--- src/rtl/core/scba_pkg.sv ---
// Shared types, codes and class table for the size-class block allocator.
package scba_pkg;

	localparam logic [1:0] ACT_ALLOC = 2'd0;
	localparam logic [1:0] ACT_FREE  = 2'd1;
	localparam logic [1:0] ACT_CLEAR = 2'd2;

	localparam logic [1:0] ST_DONE      = 2'd0;
	localparam logic [1:0] ST_NULL      = 2'd1;
	localparam logic [1:0] ST_DELEGATED = 2'd2;
	localparam logic [1:0] ST_EXHAUSTED = 2'd3;

	localparam int CLASS_MAX = 14;
	localparam int GRAN_W    = 16;
	localparam int ADDR_W    = 20;

	// Classified request handed from front to back.
	typedef struct packed {
		logic [1:0]        kind;   // ACT_* code as received, or the unused code
		logic [1:0]        status; // early status (null / delegated)
		logic              early;  // result known in front, no state change
		logic [3:0]        cls;
		logic [GRAN_W-1:0] gran;
	} req_t;

	function automatic logic [9:0] class_bytes(input logic [3:0] c);
		logic [9:0] b;
		case (c)
			4'd0: b = 10'd16;
			4'd1: b = 10'd32;
			4'd2: b = 10'd64;
			4'd3: b = 10'd96;
			4'd4: b = 10'd128;
			4'd5: b = 10'd160;
			4'd6: b = 10'd192;
			4'd7: b = 10'd224;
			4'd8: b = 10'd256;
			4'd9: b = 10'd320;
			4'd10: b = 10'd384;
			4'd11: b = 10'd448;
			4'd12: b = 10'd512;
			default: b = 10'd640;
		endcase
		return b;
	endfunction

endpackage

--- src/rtl/core/scba_front.sv ---
// Front end: accepts items, classifies size and queues requests.
module scba_front import scba_pkg::*; #(
	parameter int MAX_BLOCK_BYTES = 640,
	parameter int CLASS_COUNT = 14
) (
	input  logic        clk,
	input  logic        arst_n,
	input  logic        valid,
	output logic        ready,
	input  logic [1:0]  action,
	input  logic [15:0] size,
	input  logic [19:0] block_address,
	output logic        q_valid,
	input  logic        q_ready,
	output req_t        q_data
);
	localparam int DEPTH = 2;

	req_t       fifo_q [DEPTH];
	logic [0:0] wr_q, rd_q;
	logic [1:0] cnt_q;
	req_t       req;
	logic [3:0] cls;
	logic       found;

	always_comb begin
		cls = 4'd0;
		found = 1'b0;
		for (int c = CLASS_MAX - 1; c >= 0; c--) begin
			if (c < CLASS_COUNT && size <= {6'd0, class_bytes(4'(c))}) begin
				cls = 4'(c);
				found = 1'b1;
			end
		end
		if ({16'd0, size} > 32'(MAX_BLOCK_BYTES)) found = 1'b0;
		req.kind = action;
		req.cls = cls;
		req.gran = block_address[19:4];
		req.early = 1'b0;
		req.status = ST_DONE;
		if (action == ACT_ALLOC || action == ACT_FREE) begin
			if (size == 16'd0) begin
				req.early = 1'b1;
				req.status = ST_NULL;
			end else if (!found) begin
				req.early = 1'b1;
				req.status = ST_DELEGATED;
			end
		end else if (action != ACT_CLEAR) begin
			req.early = 1'b1;
		end
	end

	assign ready = (cnt_q != 2'(DEPTH));
	assign q_valid = (cnt_q != 2'd0);
	assign q_data = fifo_q[rd_q];

	always_ff @(posedge clk) begin
		if (valid && ready) fifo_q[wr_q] <= req;
	end

	always_ff @(posedge clk or negedge arst_n) begin
		if (!arst_n) begin
			wr_q <= 1'b0;
			rd_q <= 1'b0;
			cnt_q <= 2'd0;
		end else begin
			if (valid && ready) wr_q <= wr_q + 1'b1;
			if (q_valid && q_ready) rd_q <= rd_q + 1'b1;
			cnt_q <= cnt_q + 2'(valid && ready) - 2'(q_valid && q_ready);
		end
	end

	a_cnt: assert property (@(posedge clk) disable iff (!arst_n) cnt_q <= 2'(DEPTH))
		else $error("queue count overflow");
	a_full: assert property (@(posedge clk) disable iff (!arst_n)
		(cnt_q == 2'(DEPTH)) |-> !ready) else $error("ready while full");
	a_empty: assert property (@(posedge clk) disable iff (!arst_n)
		(cnt_q == 2'd0) |-> !q_valid) else $error("valid while empty");
endmodule

--- config.mk ---
export PLATFORM = sky130hd
export DESIGN_NAME = scba_front
export DESIGN_NICKNAME = d
export VERILOG_FILES = /design/src/rtl/core/scba_pkg.sv /design/src/rtl/core/scba_front.sv
export SDC_FILE = /design/constraint.sdc
export NUM_CORES = 1
export LEC_CHECK = 0
export ABC_AREA = 1
export BUFFER_PORTS_ARGS = -buffer_cell sky130_fd_sc_hd__buf_2
export CORE_MARGIN = 2
export CORE_UTILIZATION = 48
export CTS_BUF_LIST = sky130_fd_sc_hd__clkbuf_8 sky130_fd_sc_hd__clkbuf_16
export DETAILED_ROUTE_END_ITERATION = 16
export GPL_TIMING_DRIVEN = 0
export PLACE_DENSITY = 0.74
export REMOVE_ABC_BUFFERS = 1
export SYNTH_ARGS = -nofsm -noshare
export SYNTH_HDL_FRONTEND = slang
export SYNTH_SLANG_ARGS = --single-unit
export TNS_END_PERCENT = 100
--- constraint.sdc ---
create_clock -name clk -period 2.9 [get_ports clk]
set_clock_uncertainty 0.2 [all_clocks]
set_input_delay 0.29 -clock clk [delete_from_list [all_inputs] [get_ports clk]]
set_output_delay 0.29 -clock clk [all_outputs]
set_load 0.01 [all_outputs]
# Word-level counts from Yosys, hierarchy flattened

Memory sizes are Yosys's and may differ from the RTL's.
Cells that the tools add are included.

Bits in registers: 4
RAM bits: 50
Memories kept: 1
Word-level logic and storage cells: 68

Mux-type cells: 36
$add $sub $neg: 4
Order comparisons: 15
Reduce and logical (&&, ||, !) cells: 6
Equal/unequal tests: 3

Memory list:

| memory | words | bits a word | rd ports | clocked after Yosys merged registers in | write ports | RTL line         | source |
|---|---|---|---|---|---|---|---|
| fifo_q | 2     | 25          | 1        | 0                                       | 1           | scba_front.sv:19 | `req_t fifo_q [DEPTH];` |

Operators with widths:

| cell                                                   | number |
|---|---|
| <= comparator 16 x 8 -> 1 bit (second input constant)  | 4 |
| <= comparator 16 x 9 -> 1 bit (second input constant)  | 4 |
| two-way mux 4 bit                                      | 14 |
| <= comparator 16 x 10 -> 1 bit (second input constant) | 2 |
| <= comparator 16 x 7 -> 1 bit (second input constant)  | 2 |
| two-way mux 1 bit                                      | 19 |
| > comparator 16 x 10 -> 1 bit (second input constant)  | 1 |
| <= comparator 16 x 5 -> 1 bit (second input constant)  | 1 |
| <= comparator 16 x 6 -> 1 bit (second input constant)  | 1 |
| zero test 16 bit                                       | 1 |
| two-way mux 3 bit                                      | 2 |
| inequality test 2 bit (second input constant)          | 2 |
| adder 1 bit (second input constant)                    | 2 |
| adder 2 x 1 -> 2 bit                                   | 1 |
| equality test 2 x 1 -> 1 bit (second input constant)   | 1 |
| logical AND 1 bit                                      | 2 |
| zero test 2 bit                                        | 1 |
| two-way mux 2 bit                                      | 1 |
| nonzero test 2 bit                                     | 1 |
| subtractor 2 x 1 -> 2 bit                              | 1 |
| logical OR 1 bit                                       | 1 |

# Logic depth before layout (Yosys ltp)

Gate-level depths: netlist of the first run.

Depth after elaboration: 19
Mapped depth: 19
Depth with buffers taken out: 18

# Least setup slack after synthesis of the first run

Ideal clock, no wire load.

Kind: register to register
Start: register cnt_q[1]
End: memory fifo_q[1][0] (netlist bit), enable pin
Path buffers: 0
Arrival time: 1732 ps
Library setup time: 408 ps
Period minus slack after synthesis: 2341 ps
Cell stages (with the launch flop): 4
Path slack: 559 ps
Cell sequence: dfrtp_1 > nand2_1 > nand2_1 > nor2_1

Word-level cells in the longest chain between the ends: 4

Ends and longest elaborated chain:

| element                                 | RTL line         | source |
|---|---|---|
| from (decl)                             | scba_front.sv:21 | `logic [1:0] cnt_q;` |
| from (signal assigned)                  | scba_front.sv:70 | `cnt_q <= cnt_q + 2'(valid && ready) - 2'(q_valid && q_ready);` |
| inequality test 2 bit                   | scba_front.sv:54 | `assign ready = (cnt_q != 2'(DEPTH));` |
| named net ready                         | scba_front.sv:9  | `output logic ready,` |
| logical AND 1 bit                       | scba_front.sv:59 | `if (valid && ready) fifo_q[wr_q] <= req;` |
| two-way mux 1 bit                       | scba_front.sv:59 |  |
| two-way mux 1 bit (implied by the code) | scba_front.sv:59 |  |
| to (decl)                               | scba_front.sv:19 |  |

The timed path passes the listed nets, and every way through them passes these cells.

==> flow_summary.ini, run 1 <==
[run_status]
status = finished clean

[critical_path]
critical_path_class = reg -> out
cp_max_fo = 26
crit_required_ns = 2.41
cp_slowest_stage_delay_ns = 0.68
worst_setup_path_start_kind = flip-flop
critPathSlowestCell = dfrtp_2
cpMostUsedCell = nand2_1
end_kind = primary output
crit_buf_inv = 2
crit_path_cell_trace = clkinv_2, nand2_1, nand2_1, buf_2
worstPathArrival_ns = 1.84
cp_top_family = flip-flops

[place]
pre_cts_ws_ns = 0.0908
dp_hpwl_mm = 3.75
place_congestion = 0.876
io_buffers = 64
placedInstanceArea_um2 = 3040

[finish]
fin_area_um2 = 3330
antenna_cells = 0
area_growth_pct = 26.9
drive_above_1_share_pct = 27.0
final_util_pct = 63.9
finalNetCount = 409

[route]
avgViaCountPerCell = 4.74
antenna_left = 0
first_pass_iters = 5
dr.first_iter.drc_count = 155
drc = 0
wl_mm = 5.11
wl_per_cell_um = 11.7
vias = 2067

[synthesis]
synth_compound_gate_area_share_pct = 5.01
synthCells = 280
synthMuxAreaShare_pct = 0
synth_top_area_share_pct = 57.3
synth_area_um2 = 2620
async_reset_ff_share_pct = 7.41
syn_area_per_cell_um2 = 9.37
synth_flop_cell = edfxtp_1
synth_most_common_cell = nand2_1
yosys-top-cells-count = 113 x nand2_1, 50 x edfxtp_1, 26 x nor2_1, 20 x inv_1
synth_top_family_by_area = simple AND/OR/NAND/NOR gates
synth_area_leaders = edfxtp_1 57%, nand2_1 16%, dfrtp_1 3.8%
synth_top_area_cell = edfxtp_1
yosysUniqueCellTypes = 31
synth_seq_cells = 54
synth-simple-area-share_pct = 27.0
seq_area_frac_synth_pct = 61.1
ys_warn_count = 0
synth-xor-area-share_pct = 1.00
synth_edf_count = 50
synth_fa_ha_area_share_pct = 0.954

[global_route]
grt_pass1_vias = 1941
grt_overflow = 0
grt_pass1_wl_mm = 8.40
antenna_found_initial = 0
gr-usage-all-layers_pct = 17.5
grt_max_degree = 27

[clock_network]
clock_latency_ns = 0.29
htreeDepth = 2
cts_made_buffers = 5
postCtsSetupRepairBufs = 0
cts.sink_count = 54
cts_root_buffer = clkbuf_8
tritoncts = built
path_clk_slew_ns = 0.09
cts_buffer_depth = 2

[floorplan]
rows = 26
die_h_um = 77.9
die_x_um = 77.9
start_util_pct = 50.4
io_pins = 69
coreArea_um2 = 5200
dieArea_um2 = 6070

[power_and_ir_drop]
p_seq_share_pct = 47.1
swShare_pct = 33.8
clkPwrFrac_pct = 19.0
intPower_mw = 1.65
power_switching_mw = 0.843
combinationalPowerShare_pct = 33.9
p_total_mw = 2.49
leakage_nw = 1.45
ir_drop_mv = 0.407
powerDensity_nw_per_um2 = 750

[timing]
finalSetupViolCount = 0
worst_slew_pin_slew_ns = 0.830
fmaxAchievable_mhz = 429
tns_ns = 0
hold_viol = 0
slew_headroom_pct = 44.6
post-route-min-period_ns = 2.33
rsz0062_at_grt = false
finalWorstSetupSlack_ns = 0.569
maxSlewViolCount = 0
period_share_pct = 80.4

[run]
maxCapViolations = 0

[worst_hold_path]
min-delay-path-class = in -> reg
## cell type report
class / instances / area, um^2
fillers: 421 / 1880
multi-input cells: 194 / 896
flip-flops and latches: 54 / 1600
well taps: 70 / 87.6
clock inverters: 3 / 41.3
repair buffers: 84 / 531
inverters: 26 / 101
clock buffers: 5 / 68.8
## logic make-up (layout without fill, tap and decap cells)
kind of cell,Yosys count,count (layout)
AOI/OAI and AO/OA,22,22
and+or+nand+nor,167,167
DFF,54,54
adders and majority gates,2,2
buffers and inverters,32,118
xor gates and xnor gates,3,3
## state kept, by name (all words and copies together), names as in the netlist
signal  count
rd_q        1
cnt_q       2
fifo_q     50
wr_q        1
## placed cells by master (no fill, tap or decap), types with 5 or more instances in the layout
master and n:
edfxtp_1 50, clkbuf_8 5, a21oi_1 5, o21ai_0 8, nor2_2 6, buf_2 64, nand3_1 8, inv_1 21
nand2_1 113, nor2_1 24, nand2_2 5, dlygate4sd3_1 18
## metal layers
layer | share of wire (%) | routed length, um | global-route usage, %
met1 | 42 | 2140 | 20.6
met2 | 51 | 2620 | 32.0
met3 | 5.1 | 262 | 2.79
met4 | 1.6 | 84 | 6.49
met5 | 0 | 0 | 0
## final timing paths
| kind | from | end | slack (ns) | depth (start not counted) |
|---|---|---|---|---|
| max | rd_q | q_data[9] | 0.57 | 4 |
| min in group asynchronous | arst_n | rd_q | 0.13 | 2 |
| max in group asynchronous | arst_n | rd_q | 2.24 | 2 |
| max reg2reg | cnt_q[1] | fifo_q[1][9] | 0.87 | 4 |
| min reg2reg | cnt_q[0] | cnt_q[0] | 0.33 | 1 |
| min | action[1] | fifo_q[0][24] | 0.03 | 1 |
## stage by stage
step                hold slack [ns]  std cells
CTS                          0.0264        436
global placement            -0.0999        408
detailed placement          -0.0981        410
floorplan                    -0.206        274
global route                 0.0253        436
finish                       0.0313        436
## timing repair
item                       in CTS  in global routing
pin swaps                       0                  0
hold buffers                   18                  0
hold endpoints to repair       38                  0
gates resized for setup         1                  1
setup endpoints to repair      25                  1
## power groups by stage
stage	Sequential [mW]	Clock, mW	Combinational, mW
floorplan	1.16	0	0.487
global placement	1.19	0	0.789
detailed placement	1.19	0	0.842
CTS	1.17	0.483	0.861
global route	1.19	0.521	0.955
finish	1.17	0.474	0.846
Power figures use the tool's default switching activity.
==> inputs of run 2 (changes only) <==
--- a/config.mk
+++ b/config.mk
@@ -5,14 +5,14 @@
 export SDC_FILE = /design/constraint.sdc
 export NUM_CORES = 1
 export LEC_CHECK = 0
-export ABC_AREA = 1
+export ABC_AREA = 0
 export BUFFER_PORTS_ARGS = -buffer_cell sky130_fd_sc_hd__buf_2
 export CORE_MARGIN = 2
 export CORE_UTILIZATION = 48
 export CTS_BUF_LIST = sky130_fd_sc_hd__clkbuf_8 sky130_fd_sc_hd__clkbuf_16
 export DETAILED_ROUTE_END_ITERATION = 16
 export GPL_TIMING_DRIVEN = 0
-export PLACE_DENSITY = 0.74
+export PLACE_DENSITY = 0.75
 export REMOVE_ABC_BUFFERS = 1
 export SYNTH_ARGS = -nofsm -noshare
 export SYNTH_HDL_FRONTEND = slang
==> constraint.sdc (replaced) <==
create_clock -name clk -period 2.4 [get_ports clk]
set_clock_uncertainty 0.2 [all_clocks]
set_input_delay 0.24 -clock clk [delete_from_list [all_inputs] [get_ports clk]]
set_output_delay 0.24 -clock clk [all_outputs]
set_load 0.01 [all_outputs]
==> run 2 against run 1 <==
Compared with the run above: die area shrank 6.8%; register-to-register slack got worse by 0.50 ns; sequential share of layout area is 3.1 points higher; worst setup slack got worse by 0.22 ns; area after synthesis is 7.2% lower; total power up 16%; wire length shrank 17%; sequential cell count unchanged; via count decreased by 21%; final cell count shrank 28%; final area decreased by 6.0%; core utilization is 1.0 points higher; critical path type unchanged.
==> flow_summary.ini, run 2 <==
[power_and_ir_drop]
leakage_nw = 1.19
swShare_pct = 28.8
intPower_mw = 2.07
ir_drop_mv = 0.447
powerDensity_nw_per_um2 = 927
clkPwrFrac_pct = 19.5
p_seq_share_pct = 49.3
power_switching_mw = 0.835
combinationalPowerShare_pct = 31.1

[synthesis]
synth_edf_count = 50
async_reset_ff_share_pct = 7.41
synth_top_area_cell = edfxtp_1
yosys-top-cells-count = 50 x edfxtp_1, 25 x mux2_2, 8 x nor2_1, 6 x a21oi_1
seq_area_frac_synth_pct = 65.8
synth_flop_cell = edfxtp_1
synth_area_leaders = edfxtp_1 62%, mux2_2 12%, dfrtp_1 4.1%
ys_warn_count = 0
synth_most_common_cell = edfxtp_1
synth_top_area_share_pct = 61.7
synthCells = 162
yosysUniqueCellTypes = 44
syn_area_per_cell_um2 = 15.0
synth_seq_cells = 54
synth_area_um2 = 2430

[finish]
largest_reg_flops = 50
finalNetCount = 291
layout_common_cells = 64 x buf_2, 50 x edfxtp_1, 25 x mux2_2, 19 x dlygate4sd3_1, 7 x nor2_1
seq_area_um2 = 1600
regMostFlops = fifo_q
multi_input_area_um2 = 792
final_common_cell = buf_2
area_growth_pct = 28.6
drive_above_1_share_pct = 44.8
n_fill_cell = 388
antenna_cells = 0
reg_top3 = fifo_q: 50 flops, cnt_q: 2 flops

[route]
vias = 1627
dr.first_iter.drc_count = 56
antenna_left = 0
drc = 0
wl_per_cell_um = 13.5
first_pass_iters = 4
avgViaCountPerCell = 5.17
wl_mm = 4.26

[clock_network]
tritoncts = built
cts.sink_count = 54
clock_latency_ns = 0.29
postCtsSetupRepairBufs = 0
cts_buffer_depth = 2
cts_made_buffers = 5
htreeDepth = 2
path_clk_slew_ns = 0.08
cts_root_buffer = clkbuf_8

[timing]
post-route-min-period_ns = 2.05
finalWorstSetupSlack_ns = 0.348
slew_headroom_pct = 24.0
worst_slew_pin_slew_ns = 1.14
period_share_pct = 85.5
finalSetupViolCount = 0
rsz0062_at_grt = false
fmaxAchievable_mhz = 487
maxSlewViolCount = 0
hold_slack_ns = 0.0779
hold_viol = 0

[global_route]
grt_pass1_vias = 1559
grt_overflow = 0
gr-usage-all-layers_pct = 15.7
grt_max_degree = 27
grt_pass1_wl_mm = 6.82
antenna_found_initial = 0

[floorplan]
coreArea_um2 = 4820
dieArea_um2 = 5660
die_x_um = 75.2
rows = 25
die_h_um = 75.2
io_pins = 69
start_util_pct = 50.5

[place]
io_buffers = 64
dp_hpwl_mm = 2.86
place_congestion = 0.888
pre_cts_ws_ns = 0.245

[critical_path]
end_kind = primary output
cp_slowest_stage_delay_ns = 0.76
critPathSlowestCell = dfrtp_2
critical_path_class = reg -> out
cp_max_fo = 26
worst_setup_path_start_kind = flip-flop
crit_path_cell_trace = mux2_2, buf_2
crit_required_ns = 1.96
worstPathArrival_ns = 1.61

[run_status]
status = finished clean

[worst_hold_path]
min-delay-path-class = in -> async

[run]
maxCapViolations = 0
[run 2: changes by cell type in the layout (fill, tap and decap cells not counted), sizes merged, moves of 3 or more]
cell | before | now
nand2 | 118 | 6
mux2 | 0 | 25
nor2 | 34 | 9
inv | 26 | 5
o21ai | 11 | 5
nand3 | 9 | 4
or2 | 1 | 4
[run 2: path summary, 6_finish.rpt]
kind | startpoint | to | slack (ns) | cells after the start
worst min register to register | cnt_q[1] | cnt_q[1] | 0.29 | 1
min in group clk | valid | wr_q | 0.08 | 3
worst min-delay path | arst_n | cnt_q[1] | 0.08 | 2
worst max-delay path | rd_q | q_data[13] | 0.35 | 2
max in group asynchronous | arst_n | rd_q | 1.79 | 2
worst max register to register | cnt_q[0] | fifo_q[1][12] | 0.37 | 2
[run 2: through the flow]
| step | power [mW] | utilization [%] | cells | cell area (um^2) | TNS [ns] |
|---|---|---|---|---|---|
| final | 2.90 | 65.0 | 315 | 3130 | 0 |
| after global routing | 3.08 | 65.0 | 315 | 3130 | 0 |
| after CTS | 2.94 | 65.0 | 315 | 3130 | 0 |
| after detailed placement | 2.35 | 58.7 | 288 | 2830 | 0 |
| after global placement | 2.32 | 58.3 | 287 | 2810 | -11.59 |
| after floorplan | 1.98 | - | 156 | 2410 | 0 |
[run 2: metal layers]
metal	part of all wire (%)	up-vias	wire length [um]	GRT usage, %
met4	1.3	0	55	6.24
met2	51	61	2190	27.9
met5	0	-	0	0
met3	5.8	7	247	2.41
li1	-	794	-	-
met1	42	765	1770	19.2
[run 2: final cells by class]
type	instances	share of cell area [%]
sequential	54	51.2
inverter	4	0.480
tap	67	2.68
clock buffer	5	2.20
multi-input combinational	98	25.3
clock inverter	3	1.32
timing repair buffer	84	16.8
[run 2: cells by family after synthesis]
logic type	after synthesis	synth area share [%]
AOI/OAI and AO/OA	23	6.58
xor gates and xnor gates	4	1.44
adders and majority gates	2	1.03
buffers and inverters	10	1.75
DFF	54	65.8
muxes	25	11.6
and+or+nand+nor	44	11.8
[run 2: power groups by stage]
| stage | Combinational [mW] | Sequential (mW) | Clock (mW) |
|---|---|---|---|
| 2_1_floorplan | 0.568 | 1.41 | 0 |
| 3_3_place_gp | 0.869 | 1.45 | 0 |
| 3_5_place_dp | 0.894 | 1.46 | 0 |
| 4_1_cts | 0.918 | 1.44 | 0.589 |
| 5_1_grt | 0.997 | 1.47 | 0.612 |
| 6_report | 0.904 | 1.43 | 0.566 |
[run 2: repair_timing]
action	CTS	global route
setup endpoints to repair	25	0
hold buffers	19	0
endpoints found under the hold margin	40	0
gates resized for setup	1	0
[run 2: critical path, delay by kind of cell, from the launching register on]
family                 cells  cell delay (ns)
DFF                        1             0.76
buffers and inverters      1             0.14
muxes                      1             0.41
